$ cat config.mk
export PLATFORM = sky130hd
export DESIGN_NAME = whole_days_between_timestamps_flat
export DESIGN_NICKNAME = d
export VERILOG_FILES = /design/src/wdbt_pkg.sv /design/src/wdbt_in_if.sv /design/src/wdbt_out_if.sv /design/src/wdbt_stamp.sv /design/src/whole_days_between_timestamps.sv /design/src/flat_wrapper.sv
export SDC_FILE = /design/constraint.sdc
export NUM_CORES = 2
export LEC_CHECK = 0
export BUFFER_PORTS_ARGS = -buffer_cell sky130_fd_sc_hd__buf_2
export CAP_MARGIN = 20
export CORE_MARGIN = 3
export CORE_UTILIZATION = 64
export CTS_CLUSTER_SIZE = 25
export DETAILED_ROUTE_END_ITERATION = 8
export PLACE_DENSITY = 0.93
export SLEW_MARGIN = 20
export SYNTH_ARGS = -nofsm -noshare
export SYNTH_HDL_FRONTEND = slang
export SYNTH_HIERARCHICAL = 1
export SYNTH_SLANG_ARGS = --single-unit
$ cat constraint.sdc
create_clock -name i_clk -period 11.1 [get_ports i_clk]
set_input_delay 1.11 -clock i_clk [delete_from_list [all_inputs] [get_ports i_clk]]
set_output_delay 1.11 -clock i_clk [all_outputs]
set_load 0.01 [all_outputs]
$ cat src/wdbt_pkg.sv
// ----------------------------------------------------------------------------
// wdbt_pkg
// Shared widths, constants, types and calendar tables for the whole-days
// timestamp difference block.
// ----------------------------------------------------------------------------
package wdbt_pkg;

    localparam int DAY_W    = 5;
    localparam int MONTH_W  = 4;
    localparam int YEAR_W   = 14;
    localparam int HOUR_W   = 5;
    localparam int MINUTE_W = 6;
    localparam int SEC_W    = 6;

    localparam int ELAPSED_W = 22;
    localparam int DAYNUM_W  = 23;
    localparam int TOD_W     = 17;
    localparam int PCORR_W   = 12;
    localparam int EXTRA_W   = 9;
    localparam int CENT_W    = 8;
    localparam int DBEFORE_W = 9;

    // floor(x / 100) = (x * RECIP_100) >> RECIP_SHIFT for every 14-bit x.
    localparam int RECIP_100   = 5243;
    localparam int RECIP_SHIFT = 19;
    localparam int PROD_W      = YEAR_W + 13;

    localparam int DAYS_PER_YEAR = 365;
    localparam int SECS_PER_HOUR = 3600;
    localparam int SECS_PER_MIN  = 60;
    localparam int CENTURY       = 100;
    localparam int MONTH_FEB     = 2;
    localparam int MONTH_DEC     = 12;
    localparam int MAX_HOUR      = 23;
    localparam int MAX_MINUTE    = 59;
    localparam int FEB_COMMON    = 28;

    localparam logic [ELAPSED_W-1:0] DAYS_MAX = {ELAPSED_W{1'b1}};

    typedef struct packed {
        logic [DAY_W-1:0]    day;
        logic [MONTH_W-1:0]  month;
        logic [YEAR_W-1:0]   year;
        logic [HOUR_W-1:0]   hour;
        logic [MINUTE_W-1:0] minute;
        logic [SEC_W-1:0]    sec;
    } t_stamp;

    // Days in the months before the given month, in a common year.
    function automatic logic [DBEFORE_W-1:0] days_before(input logic [MONTH_W-1:0] m);
        logic [DBEFORE_W-1:0] v;
        unique case (m)
            4'd2:    v = 9'd31;
            4'd3:    v = 9'd59;
            4'd4:    v = 9'd90;
            4'd5:    v = 9'd120;
            4'd6:    v = 9'd151;
            4'd7:    v = 9'd181;
            4'd8:    v = 9'd212;
            4'd9:    v = 9'd243;
            4'd10:   v = 9'd273;
            4'd11:   v = 9'd304;
            4'd12:   v = 9'd334;
            default: v = 9'd0;
        endcase
        return v;
    endfunction

    // Length of the given month; February follows the leap flag.
    function automatic logic [DAY_W-1:0] month_len(input logic [MONTH_W-1:0] m,
                                                   input logic               leap);
        logic [DAY_W-1:0] v;
        unique case (m)
            4'd2:                 v = leap ? 5'(FEB_COMMON + 1) : 5'(FEB_COMMON);
            4'd4, 4'd6, 4'd9, 4'd11: v = 5'd30;
            default:              v = 5'd31;
        endcase
        return v;
    endfunction

endpackage

$ cat src/wdbt_in_if.sv
// ----------------------------------------------------------------------------
// wdbt_in_if
// Request channel: a pair of timestamps with a valid/ready handshake.
// ----------------------------------------------------------------------------
interface wdbt_in_if;
    logic                           valid;
    logic                           ready;
    logic [wdbt_pkg::DAY_W-1:0]     first_day;
    logic [wdbt_pkg::MONTH_W-1:0]   first_month;
    logic [wdbt_pkg::YEAR_W-1:0]    first_year;
    logic [wdbt_pkg::HOUR_W-1:0]    first_hour;
    logic [wdbt_pkg::MINUTE_W-1:0]  first_minute;
    logic [wdbt_pkg::SEC_W-1:0]     first_second;
    logic [wdbt_pkg::DAY_W-1:0]     second_day;
    logic [wdbt_pkg::MONTH_W-1:0]   second_month;
    logic [wdbt_pkg::YEAR_W-1:0]    second_year;
    logic [wdbt_pkg::HOUR_W-1:0]    second_hour;
    logic [wdbt_pkg::MINUTE_W-1:0]  second_minute;
    logic [wdbt_pkg::SEC_W-1:0]     second_sec;

    modport source (
        output valid, first_day, first_month, first_year, first_hour,
               first_minute, first_second, second_day, second_month,
               second_year, second_hour, second_minute, second_sec,
        input  ready
    );
    modport sink (
        input  valid, first_day, first_month, first_year, first_hour,
               first_minute, first_second, second_day, second_month,
               second_year, second_hour, second_minute, second_sec,
        output ready
    );
endinterface

$ cat src/wdbt_out_if.sv
// ----------------------------------------------------------------------------
// wdbt_out_if
// Result channel: elapsed whole days and validity flags, valid/ready.
// ----------------------------------------------------------------------------
interface wdbt_out_if;
    logic                            valid;
    logic                            ready;
    logic [wdbt_pkg::ELAPSED_W-1:0]  elapsed_days;
    logic                            first_date_ok;
    logic                            first_clock_ok;
    logic                            second_date_ok;
    logic                            second_clock_ok;

    modport source (
        output valid, elapsed_days, first_date_ok, first_clock_ok,
               second_date_ok, second_clock_ok,
        input  ready
    );
    modport sink (
        input  valid, elapsed_days, first_date_ok, first_clock_ok,
               second_date_ok, second_clock_ok,
        output ready
    );
endinterface

$ cat src/wdbt_stamp.sv
// ----------------------------------------------------------------------------
// wdbt_stamp
// Three-stage pipeline turning one timestamp into its Gregorian day number,
// its time of day in seconds and its validity flags.
// ----------------------------------------------------------------------------
module wdbt_stamp (
    input  logic                             i_clk,
    input  logic [2:0]                       i_en,
    input  wdbt_pkg::t_stamp                 i_stamp,
    output logic [wdbt_pkg::DAYNUM_W-1:0]    o_num,
    output logic [wdbt_pkg::TOD_W-1:0]       o_tod,
    output logic                             o_date_ok,
    output logic                             o_clock_ok
);

    // Stage A: century quotients, time of day, clock check, month offset.
    logic [wdbt_pkg::DAY_W-1:0]     r_a_day;
    logic [wdbt_pkg::MONTH_W-1:0]   r_a_month;
    logic [wdbt_pkg::YEAR_W-1:0]    r_a_year;
    logic [wdbt_pkg::YEAR_W-1:0]    r_a_prev;
    logic [wdbt_pkg::CENT_W-1:0]    r_a_qy;
    logic [wdbt_pkg::CENT_W-1:0]    r_a_qp;
    logic [wdbt_pkg::TOD_W-1:0]     r_a_tod;
    logic                           r_a_clk_ok;
    logic [wdbt_pkg::DBEFORE_W-1:0] r_a_dbefore;

    logic [wdbt_pkg::YEAR_W-1:0]    n_a_prev;
    logic [wdbt_pkg::PROD_W-1:0]    prod_y;
    logic [wdbt_pkg::PROD_W-1:0]    prod_p;
    logic [wdbt_pkg::TOD_W-1:0]     n_a_tod;
    logic                           n_a_clk_ok;

    always_comb begin
        n_a_prev = i_stamp.year - wdbt_pkg::YEAR_W'(1);
        prod_y   = wdbt_pkg::PROD_W'(i_stamp.year) * wdbt_pkg::PROD_W'(wdbt_pkg::RECIP_100);
        prod_p   = wdbt_pkg::PROD_W'(n_a_prev) * wdbt_pkg::PROD_W'(wdbt_pkg::RECIP_100);
        n_a_tod  = wdbt_pkg::TOD_W'(i_stamp.hour) * wdbt_pkg::TOD_W'(wdbt_pkg::SECS_PER_HOUR)
                 + wdbt_pkg::TOD_W'(i_stamp.minute) * wdbt_pkg::TOD_W'(wdbt_pkg::SECS_PER_MIN)
                 + wdbt_pkg::TOD_W'(i_stamp.sec);
        n_a_clk_ok = (i_stamp.hour <= wdbt_pkg::HOUR_W'(wdbt_pkg::MAX_HOUR))
                  && (i_stamp.minute <= wdbt_pkg::MINUTE_W'(wdbt_pkg::MAX_MINUTE))
                  && (i_stamp.sec <= wdbt_pkg::SEC_W'(wdbt_pkg::MAX_MINUTE));
    end

    always_ff @(posedge i_clk) begin
        if (i_en[0]) begin
            r_a_day     <= i_stamp.day;
            r_a_month   <= i_stamp.month;
            r_a_year    <= i_stamp.year;
            r_a_prev    <= n_a_prev;
            r_a_qy      <= prod_y[wdbt_pkg::RECIP_SHIFT +: wdbt_pkg::CENT_W];
            r_a_qp      <= prod_p[wdbt_pkg::RECIP_SHIFT +: wdbt_pkg::CENT_W];
            r_a_tod     <= n_a_tod;
            r_a_clk_ok  <= n_a_clk_ok;
            r_a_dbefore <= wdbt_pkg::days_before(i_stamp.month);
        end
    end

    // Stage B: leap rule, date check, whole-year days, leap corrections and day of year.
    logic [wdbt_pkg::DAYNUM_W-1:0] r_b_p365;
    logic [wdbt_pkg::PCORR_W-1:0]  r_b_pcorr;
    logic [wdbt_pkg::EXTRA_W-1:0]  r_b_extra;
    logic [wdbt_pkg::TOD_W-1:0]    r_b_tod;
    logic                          r_b_date_ok;
    logic                          r_b_clk_ok;

    logic                          cent_year;
    logic                          leap;
    logic                          n_b_date_ok;
    logic [wdbt_pkg::PCORR_W-1:0]  n_b_pcorr;
    logic [wdbt_pkg::EXTRA_W-1:0]  n_b_extra;

    always_comb begin
        cent_year = (wdbt_pkg::YEAR_W'(r_a_qy) * wdbt_pkg::YEAR_W'(wdbt_pkg::CENTURY))
                    == r_a_year;
        // Divisible by 400 is a century year whose century count divides by 4.
        leap = (r_a_year[1:0] == 2'b00) && (!cent_year || (r_a_qy[1:0] == 2'b00));
        n_b_date_ok = (r_a_day != '0) && (r_a_month != '0)
                   && (r_a_month <= wdbt_pkg::MONTH_W'(wdbt_pkg::MONTH_DEC))
                   && (r_a_year != '0)
                   && (r_a_day <= wdbt_pkg::month_len(r_a_month, leap));
        n_b_pcorr = wdbt_pkg::PCORR_W'(r_a_prev >> 2) + wdbt_pkg::PCORR_W'(r_a_qp >> 2)
                  - wdbt_pkg::PCORR_W'(r_a_qp);
        n_b_extra = r_a_dbefore + wdbt_pkg::EXTRA_W'(r_a_day)
                  + wdbt_pkg::EXTRA_W'(leap
                        && (r_a_month > wdbt_pkg::MONTH_W'(wdbt_pkg::MONTH_FEB)));
    end

    always_ff @(posedge i_clk) begin
        if (i_en[1]) begin
            r_b_p365    <= wdbt_pkg::DAYNUM_W'(r_a_prev)
                         * wdbt_pkg::DAYNUM_W'(wdbt_pkg::DAYS_PER_YEAR);
            r_b_pcorr   <= n_b_pcorr;
            r_b_extra   <= n_b_extra;
            r_b_tod     <= r_a_tod;
            r_b_date_ok <= n_b_date_ok;
            r_b_clk_ok  <= r_a_clk_ok;
        end
    end

    // Stage C: final day number.
    logic [wdbt_pkg::DAYNUM_W-1:0] r_c_num;
    logic [wdbt_pkg::TOD_W-1:0]    r_c_tod;
    logic                          r_c_date_ok;
    logic                          r_c_clk_ok;

    always_ff @(posedge i_clk) begin
        if (i_en[2]) begin
            r_c_num     <= r_b_p365 + wdbt_pkg::DAYNUM_W'(r_b_pcorr)
                         + wdbt_pkg::DAYNUM_W'(r_b_extra);
            r_c_tod     <= r_b_tod;
            r_c_date_ok <= r_b_date_ok;
            r_c_clk_ok  <= r_b_clk_ok;
        end
    end

    assign o_num      = r_c_num;
    assign o_tod      = r_c_tod;
    assign o_date_ok  = r_c_date_ok;
    assign o_clock_ok = r_c_clk_ok;

endmodule

$ cat src/whole_days_between_timestamps.sv
// ----------------------------------------------------------------------------
// whole_days_between_timestamps
// Absolute number of whole days between two timestamps, with validity flags.
// ----------------------------------------------------------------------------
// Usage:
// A pair of timestamps arrives on i_req; the transfer takes place at a rising
// edge where valid and ready are both high. Each pair gives exactly one
// result on o_rsp, in order, carrying the whole-day count and four flags
// that say whether each date and each time of day is valid. The count is 0
// whenever any flag is low, 0 for two timestamps on the same calendar day,
// and saturates at the largest value of its 22-bit field.
// The datapath is a five-stage pipeline: three stages per timestamp build
// the day number and the time of day, one stage compares and subtracts, and
// the last stage applies the partial-day correction and holds the result.
// It takes one pair per cycle, except while the whole pipeline is full and
// the receiver is stalling.
// Each stage has its own valid bit and advances when it is empty or when the
// stage after it advances, so a stalled receiver holds only the stages that
// are full; empty stages upstream keep taking transfers until the pipeline
// fills, and nothing is lost or repeated. A synchronous reset clears all
// valid bits; the data registers are not reset.
// ----------------------------------------------------------------------------
module whole_days_between_timestamps (
    input  logic       i_clk,
    input  logic       i_rst_n,
    wdbt_in_if.sink    i_req,
    wdbt_out_if.source o_rsp
);

    localparam int NSTAGE = 5;

    logic [NSTAGE-1:0] r_vld;
    logic [NSTAGE-1:0] en;

    // A stage advances when it is empty or when the next stage advances.
    always_comb begin
        en[NSTAGE-1] = !r_vld[NSTAGE-1] || o_rsp.ready;
        for (int k = NSTAGE - 2; k >= 0; k--) begin
            en[k] = !r_vld[k] || en[k+1];
        end
    end

    always_ff @(posedge i_clk) begin
        if (!i_rst_n) begin
            r_vld <= '0;
        end else begin
            if (en[0]) begin
                r_vld[0] <= i_req.valid;
            end
            for (int k = 1; k < NSTAGE; k++) begin
                if (en[k]) begin
                    r_vld[k] <= r_vld[k-1];
                end
            end
        end
    end

    assign i_req.ready = en[0];

    wdbt_pkg::t_stamp stamp_a;
    wdbt_pkg::t_stamp stamp_b;

    always_comb begin
        stamp_a.day    = i_req.first_day;
        stamp_a.month  = i_req.first_month;
        stamp_a.year   = i_req.first_year;
        stamp_a.hour   = i_req.first_hour;
        stamp_a.minute = i_req.first_minute;
        stamp_a.sec    = i_req.first_second;
        stamp_b.day    = i_req.second_day;
        stamp_b.month  = i_req.second_month;
        stamp_b.year   = i_req.second_year;
        stamp_b.hour   = i_req.second_hour;
        stamp_b.minute = i_req.second_minute;
        stamp_b.sec    = i_req.second_sec;
    end

    logic [wdbt_pkg::DAYNUM_W-1:0] num_a;
    logic [wdbt_pkg::DAYNUM_W-1:0] num_b;
    logic [wdbt_pkg::TOD_W-1:0]    tod_a;
    logic [wdbt_pkg::TOD_W-1:0]    tod_b;
    logic                          date_ok_a;
    logic                          date_ok_b;
    logic                          clock_ok_a;
    logic                          clock_ok_b;

    // The first three stages run once for each timestamp in parallel.
    wdbt_stamp u_stamp_a (
        .i_clk      (i_clk),
        .i_en       (en[2:0]),
        .i_stamp    (stamp_a),
        .o_num      (num_a),
        .o_tod      (tod_a),
        .o_date_ok  (date_ok_a),
        .o_clock_ok (clock_ok_a)
    );

    wdbt_stamp u_stamp_b (
        .i_clk      (i_clk),
        .i_en       (en[2:0]),
        .i_stamp    (stamp_b),
        .o_num      (num_b),
        .o_tod      (tod_b),
        .o_date_ok  (date_ok_b),
        .o_clock_ok (clock_ok_b)
    );

    // Stage D: order the day numbers, take the difference and decide whether
    // the later timestamp falls earlier in its day than the earlier one.
    logic [wdbt_pkg::DAYNUM_W-1:0] r_d_diff;
    logic                          r_d_borrow;
    logic                          r_d_all_ok;
    logic [3:0]                    r_d_flags;

    logic                          a_later;
    logic                          b_later;
    logic [wdbt_pkg::DAYNUM_W-1:0] n_d_diff;
    logic                          n_d_borrow;

    always_comb begin
        a_later    = num_a > num_b;
        b_later    = num_b > num_a;
        n_d_diff   = a_later ? (num_a - num_b) : (num_b - num_a);
        // On the same day both flags are low and the difference is zero.
        n_d_borrow = (a_later && (tod_a < tod_b)) || (b_later && (tod_b < tod_a));
    end

    always_ff @(posedge i_clk) begin
        if (en[3]) begin
            r_d_diff   <= n_d_diff;
            r_d_borrow <= n_d_borrow;
            r_d_all_ok <= date_ok_a && clock_ok_a && date_ok_b && clock_ok_b;
            r_d_flags  <= {date_ok_a, clock_ok_a, date_ok_b, clock_ok_b};
        end
    end

    // Stage E: partial-day correction, saturation and the invalid-input rule.
    // This stage is the output register.
    logic [wdbt_pkg::ELAPSED_W-1:0] r_e_days;
    logic [3:0]                     r_e_flags;

    logic [wdbt_pkg::DAYNUM_W-1:0]  whole;
    logic [wdbt_pkg::ELAPSED_W-1:0] n_e_days;

    always_comb begin
        whole = r_d_diff - wdbt_pkg::DAYNUM_W'(r_d_borrow);
        if (!r_d_all_ok) begin
            n_e_days = '0;
        end else if (whole > wdbt_pkg::DAYNUM_W'(wdbt_pkg::DAYS_MAX)) begin
            n_e_days = wdbt_pkg::DAYS_MAX;
        end else begin
            n_e_days = whole[wdbt_pkg::ELAPSED_W-1:0];
        end
    end

    always_ff @(posedge i_clk) begin
        if (en[4]) begin
            r_e_days  <= n_e_days;
            r_e_flags <= r_d_flags;
        end
    end

    assign o_rsp.valid           = r_vld[NSTAGE-1];
    assign o_rsp.elapsed_days    = r_e_days;
    assign o_rsp.first_date_ok   = r_e_flags[3];
    assign o_rsp.first_clock_ok  = r_e_flags[2];
    assign o_rsp.second_date_ok  = r_e_flags[1];
    assign o_rsp.second_clock_ok = r_e_flags[0];

    // The input side only pushes back when the whole pipeline is full and
    // the receiver is stalling.
    a_ready_only_when_full: assert property (@(posedge i_clk) disable iff (!i_rst_n)
        !i_req.ready |-> (&r_vld) && !o_rsp.ready)
        else $error("input stalled while the pipeline had room");

    // Any invalid field forces a zero day count.
    a_zero_when_invalid: assert property (@(posedge i_clk) disable iff (!i_rst_n)
        o_rsp.valid && !(o_rsp.first_date_ok && o_rsp.first_clock_ok
                         && o_rsp.second_date_ok && o_rsp.second_clock_ok)
        |-> o_rsp.elapsed_days == '0)
        else $error("non-zero day count with an invalid timestamp");

    // A transfer into an empty pipeline reaches the output after passing through every stage.
    a_latency: assert property (@(posedge i_clk) disable iff (!i_rst_n)
        i_req.valid && i_req.ready && (r_vld == '0) |-> ##5 o_rsp.valid)
        else $error("result did not appear after the pipeline latency");

endmodule
$ cat src/flat_wrapper.sv
// flat-port wrapper written by rule: the top's interface ports become plain ports
module whole_days_between_timestamps_flat 
  (i_clk, i_rst_n, i_req_valid, i_req_first_day, i_req_first_month, i_req_first_year, i_req_first_hour, i_req_first_minute, i_req_first_second, i_req_second_day, i_req_second_month, i_req_second_year, i_req_second_hour, i_req_second_minute, i_req_second_sec, i_req_ready, o_rsp_valid, o_rsp_elapsed_days, o_rsp_first_date_ok, o_rsp_first_clock_ok, o_rsp_second_date_ok, o_rsp_second_clock_ok, o_rsp_ready);
  wdbt_in_if i_req_i ();
  wdbt_out_if o_rsp_i ();
  input  logic i_clk;
  input  logic i_rst_n;
  input wire logic [$bits(i_req_i.valid)-1:0] i_req_valid;
  input wire logic [$bits(i_req_i.first_day)-1:0] i_req_first_day;
  input wire logic [$bits(i_req_i.first_month)-1:0] i_req_first_month;
  input wire logic [$bits(i_req_i.first_year)-1:0] i_req_first_year;
  input wire logic [$bits(i_req_i.first_hour)-1:0] i_req_first_hour;
  input wire logic [$bits(i_req_i.first_minute)-1:0] i_req_first_minute;
  input wire logic [$bits(i_req_i.first_second)-1:0] i_req_first_second;
  input wire logic [$bits(i_req_i.second_day)-1:0] i_req_second_day;
  input wire logic [$bits(i_req_i.second_month)-1:0] i_req_second_month;
  input wire logic [$bits(i_req_i.second_year)-1:0] i_req_second_year;
  input wire logic [$bits(i_req_i.second_hour)-1:0] i_req_second_hour;
  input wire logic [$bits(i_req_i.second_minute)-1:0] i_req_second_minute;
  input wire logic [$bits(i_req_i.second_sec)-1:0] i_req_second_sec;
  output wire logic [$bits(i_req_i.ready)-1:0] i_req_ready;
  output wire logic [$bits(o_rsp_i.valid)-1:0] o_rsp_valid;
  output wire logic [$bits(o_rsp_i.elapsed_days)-1:0] o_rsp_elapsed_days;
  output wire logic [$bits(o_rsp_i.first_date_ok)-1:0] o_rsp_first_date_ok;
  output wire logic [$bits(o_rsp_i.first_clock_ok)-1:0] o_rsp_first_clock_ok;
  output wire logic [$bits(o_rsp_i.second_date_ok)-1:0] o_rsp_second_date_ok;
  output wire logic [$bits(o_rsp_i.second_clock_ok)-1:0] o_rsp_second_clock_ok;
  input wire logic [$bits(o_rsp_i.ready)-1:0] o_rsp_ready;
  assign i_req_i.valid = i_req_valid;
  assign i_req_i.first_day = i_req_first_day;
  assign i_req_i.first_month = i_req_first_month;
  assign i_req_i.first_year = i_req_first_year;
  assign i_req_i.first_hour = i_req_first_hour;
  assign i_req_i.first_minute = i_req_first_minute;
  assign i_req_i.first_second = i_req_first_second;
  assign i_req_i.second_day = i_req_second_day;
  assign i_req_i.second_month = i_req_second_month;
  assign i_req_i.second_year = i_req_second_year;
  assign i_req_i.second_hour = i_req_second_hour;
  assign i_req_i.second_minute = i_req_second_minute;
  assign i_req_i.second_sec = i_req_second_sec;
  assign i_req_ready = i_req_i.ready;
  assign o_rsp_valid = o_rsp_i.valid;
  assign o_rsp_elapsed_days = o_rsp_i.elapsed_days;
  assign o_rsp_first_date_ok = o_rsp_i.first_date_ok;
  assign o_rsp_first_clock_ok = o_rsp_i.first_clock_ok;
  assign o_rsp_second_date_ok = o_rsp_i.second_date_ok;
  assign o_rsp_second_clock_ok = o_rsp_i.second_clock_ok;
  assign o_rsp_i.ready = o_rsp_ready;
  whole_days_between_timestamps u_core (.i_clk(i_clk), .i_rst_n(i_rst_n), .i_req(i_req_i), .o_rsp(o_rsp_i));
endmodule
==> flow_metrics.tcl <==
set metrics [dict create \
    clock_skew_ns 0.0278 \
    layout_setup_ws_ns 3.45 \
    slew_headroom_pct 29.3 \
    drc 0 \
    syn_area_um2 44300 \
    antenna_found_initial 3 \
    hp-start "u_core/u_stamp_b/r_b_tod[4]" \
    root_buffer "clkbuf_16" \
    wl_per_cell_um 18.1 \
    io_pins 112 \
    fmax_mhz 131 \
    crit_top_cell "inv_1" \
    synth-seq-area-share_pct 29.0 \
    clkLatencyLatePin_ns 0.62 \
    crit_arrival_ns 8.07 \
    vias 29104 \
    numClockSinks 430 \
    worst_slew_pin_slew_ns 1.06 \
    r2r_start "u_core/u_stamp_b/r_a_qy[1]" \
    core_area_um2 67900 \
    die_w_um 269 \
    drv_slew 0 \
    critPathLaunch "i_req_first_year[0]" \
    dp_cells 5021 \
    grt_overflow 0 \
    crit_path_end_kind "flop" \
    synthFlopType "edfxtp_1" \
    dieArea_um2 72400 \
    numCtsBuffers 47 \
    whs_endpoint "u_core/u_stamp_b/o_tod[4]" \
    timing.final.crit_share_pct 68.9 \
    hold_path_class "reg -> reg" \
    ctsHoldBuffers 0 \
    synth_top_area_cell "edfxtp_1" \
    port_buffers 111 \
    cp.buffers_inverters 6 \
    first_pass_iters 5 \
    drt_iter0_markers 1882 \
    hold_violations 0 \
    yosysTopAreaCellShare_pct 28.8 \
    crit_type "in -> reg" \
    drive_above_1_share_pct 5.82 \
    dp_hpwl_um 74100 \
    syn_area_per_cell_um2 11.1 \
    htree_num_levels 2 \
    worst_path_largest_cell_delay_ns 0.68 \
    ant_nets 0 \
    setup_viol 0 \
    rsz0062_at_grt "no" \
    min_path_cells 0 \
    cts_tree "done" \
    syn2layout_area_growth_pct 7.42 \
    die_h_um 269 \
    num-nets-final 5482 \
    start_util_pct 65.3 \
    grt_max_degree 85 \
    dp_slack_ns 2.97 \
    critical-path-slowest-cell "xnor2_1" \
    netlist_instances 4007 \
    grt_pass1_wl_um 153000 \
    async_flop_share_pct 0 \
    status "finished, final reports clean" \
    grt_pass1_vias 31479 \
    drt-total-wl_um 92500 \
    final_common_cell "inv_1" \
    mostFrequentLayoutCells "inv_1 (897), ha_1 (841), edfxtp_1 (425)" \
    ys_warn_count 6 \
    globalplace.congestion 0.934 \
    track_usage_pct 25.7 \
    required_ns 11.52 \
    cap_violations 0 \
    cts_buffer_depth 3 \
    r2r_setup_slack_ns 5.93 \
    r2r_cells 20 \
    layout.cells.non_filler 5111 \
    ctsResizeCount 0 \
    critical-path-top-delay-family "adder cells" \
    cts_setup_buffers 0 \
    synth_cell_types 93 \
    path_clk_slew_ns 0.06 \
    path_max_fanout 9 \
    fin_util_pct 70.1 \
    min_period_ns 7.65 \
    r2r-end "u_core/u_stamp_b/r_b_extra[8]" \
    synth_seq_cells 430 \
    final.setup.tns_ns 0 \
    start_kind "primary input" \
    vias_per_cell 5.69 \
    synth_nets 5338 \
    rows 95 \
    synth-edff-count 425 \
    ys_top_cells_by_area "edfxtp_1 (29%), ha_1 (24%), fa_1 (18%)" \
]
[worst reg2reg max path: stages (launching register included)]
cell and delay [ns]:
edfxtp_1 0.50, ha_1 0.37, ha_1 0.30, ha_1 0.32, ha_1 0.31, a21o_1 0.17, a21o_1 0.19, a21o_1 0.18
a21oi_1 0.22, xnor2_1 0.15, nor4_1 0.07, a311oi_1 0.37, nand2_1 0.16, fa_1 0.44, fa_1 0.43, nor2b_1 0.12
o21ai_0 0.09, nand2b_1 0.12, a21o_1 0.15, nand4_1 0.11, xnor2_1 0.14
[sequential cells by signal, indices dropped and copies added, names as in the netlist, 17 cells and up]
signal	cells
u_core/u_stamp_b/r_b_p365	23
u_core/r_d_diff	23
u_core/u_stamp_a/r_b_tod	17
u_core/u_stamp_b/o_num	23
u_core/u_stamp_a/o_num	23
u_core/u_stamp_b/r_a_tod	17
u_core/u_stamp_a/o_tod	17
u_core/u_stamp_a/r_a_tod	17
u_core/u_stamp_b/o_tod	17
u_core/o_rsp.elapsed_days	22
u_core/u_stamp_a/r_b_p365	23
u_core/u_stamp_b/r_b_tod	17
[cells by family (layout without fill, tap and decap cells)]
kind of cell               count (synthesis)  count (layout)  share of synthesized area (%)
AOI/OAI and AO/OA                        586             586                           8.73
xor gates and xnor gates                 293             293                           5.81
adders and majority gates               1247            1247                           42.1
buffers and inverters                    922            1104                           7.91
DFF                                      430             430                           29.0
muxes                                     25              25                          0.638
other                                      0               1                              0
and+or+nand+nor                          504             504                           5.78
[layer usage]
layer / wire (um) / global-route usage, % / vias to the layer above
li1: - / - / 13698
met1: 36800 / 31.1 / 14248
met2: 47600 / 46.8 / 896
met3: 4530 / 3.25 / 262
met4: 3580 / 9.74 / 0
met5: 0 / 0 / -
[layout make-up]
type | count | area (um2)
Inverter | 898 | 3370
Tap cell | 921 | 1150
Antenna cell | 1 | 2.50
Clock inverter | 32 | 403
Sequential cell | 430 | 12900
Fill cell | 4452 | 20300
Multi-Input combinational cell | 2655 | 28000
Clock buffer | 55 | 1210
Timing Repair Buffer | 119 | 633
[worst max-delay path by stage]
stage                                            end  slack [ns]  cells after the start
after global routing      u_core/u_stamp_a/r_a_qp[7]        3.03                     26
after global placement    u_core/u_stamp_a/r_a_qp[7]        3.22                     26
after detailed placement  u_core/u_stamp_b/r_a_qp[7]        2.97                     27
final                     u_core/u_stamp_a/r_a_qp[7]        3.45                     25
after CTS                 u_core/u_stamp_a/r_a_qp[7]        3.56                     26
after floorplan           u_core/u_stamp_a/r_a_qp[7]        3.84                     25
[cells in the mapped netlist, types with 20 or more instances]
master and instances:
fa_1 406, nor4_1 20, nor3_1 28, inv_1 898, edfxtp_1 425, a21o_1 67, xor2_1 79, a211oi_1 22
xnor2_1 213, nand2b_1 23, a21oi_1 187, nand4_1 34, nor2b_1 43, nand2_1 108, o21bai_1 38, nor2_1 132
o21ai_0 84, ha_1 841, o21a_1 36, nand3_1 45
[stage by stage]
stage	cell area (um2)	hold WS (ns)
CTS	47600	0.417
detailed placement	45900	0.405
global route	47600	0.421
finish	47600	0.416
floorplan	44300	0.400
global placement	45900	0.400
Power is left out: the tool's default activity adds up to more than one toggle a clock period on the data nets, which glitch-free logic cannot reach.
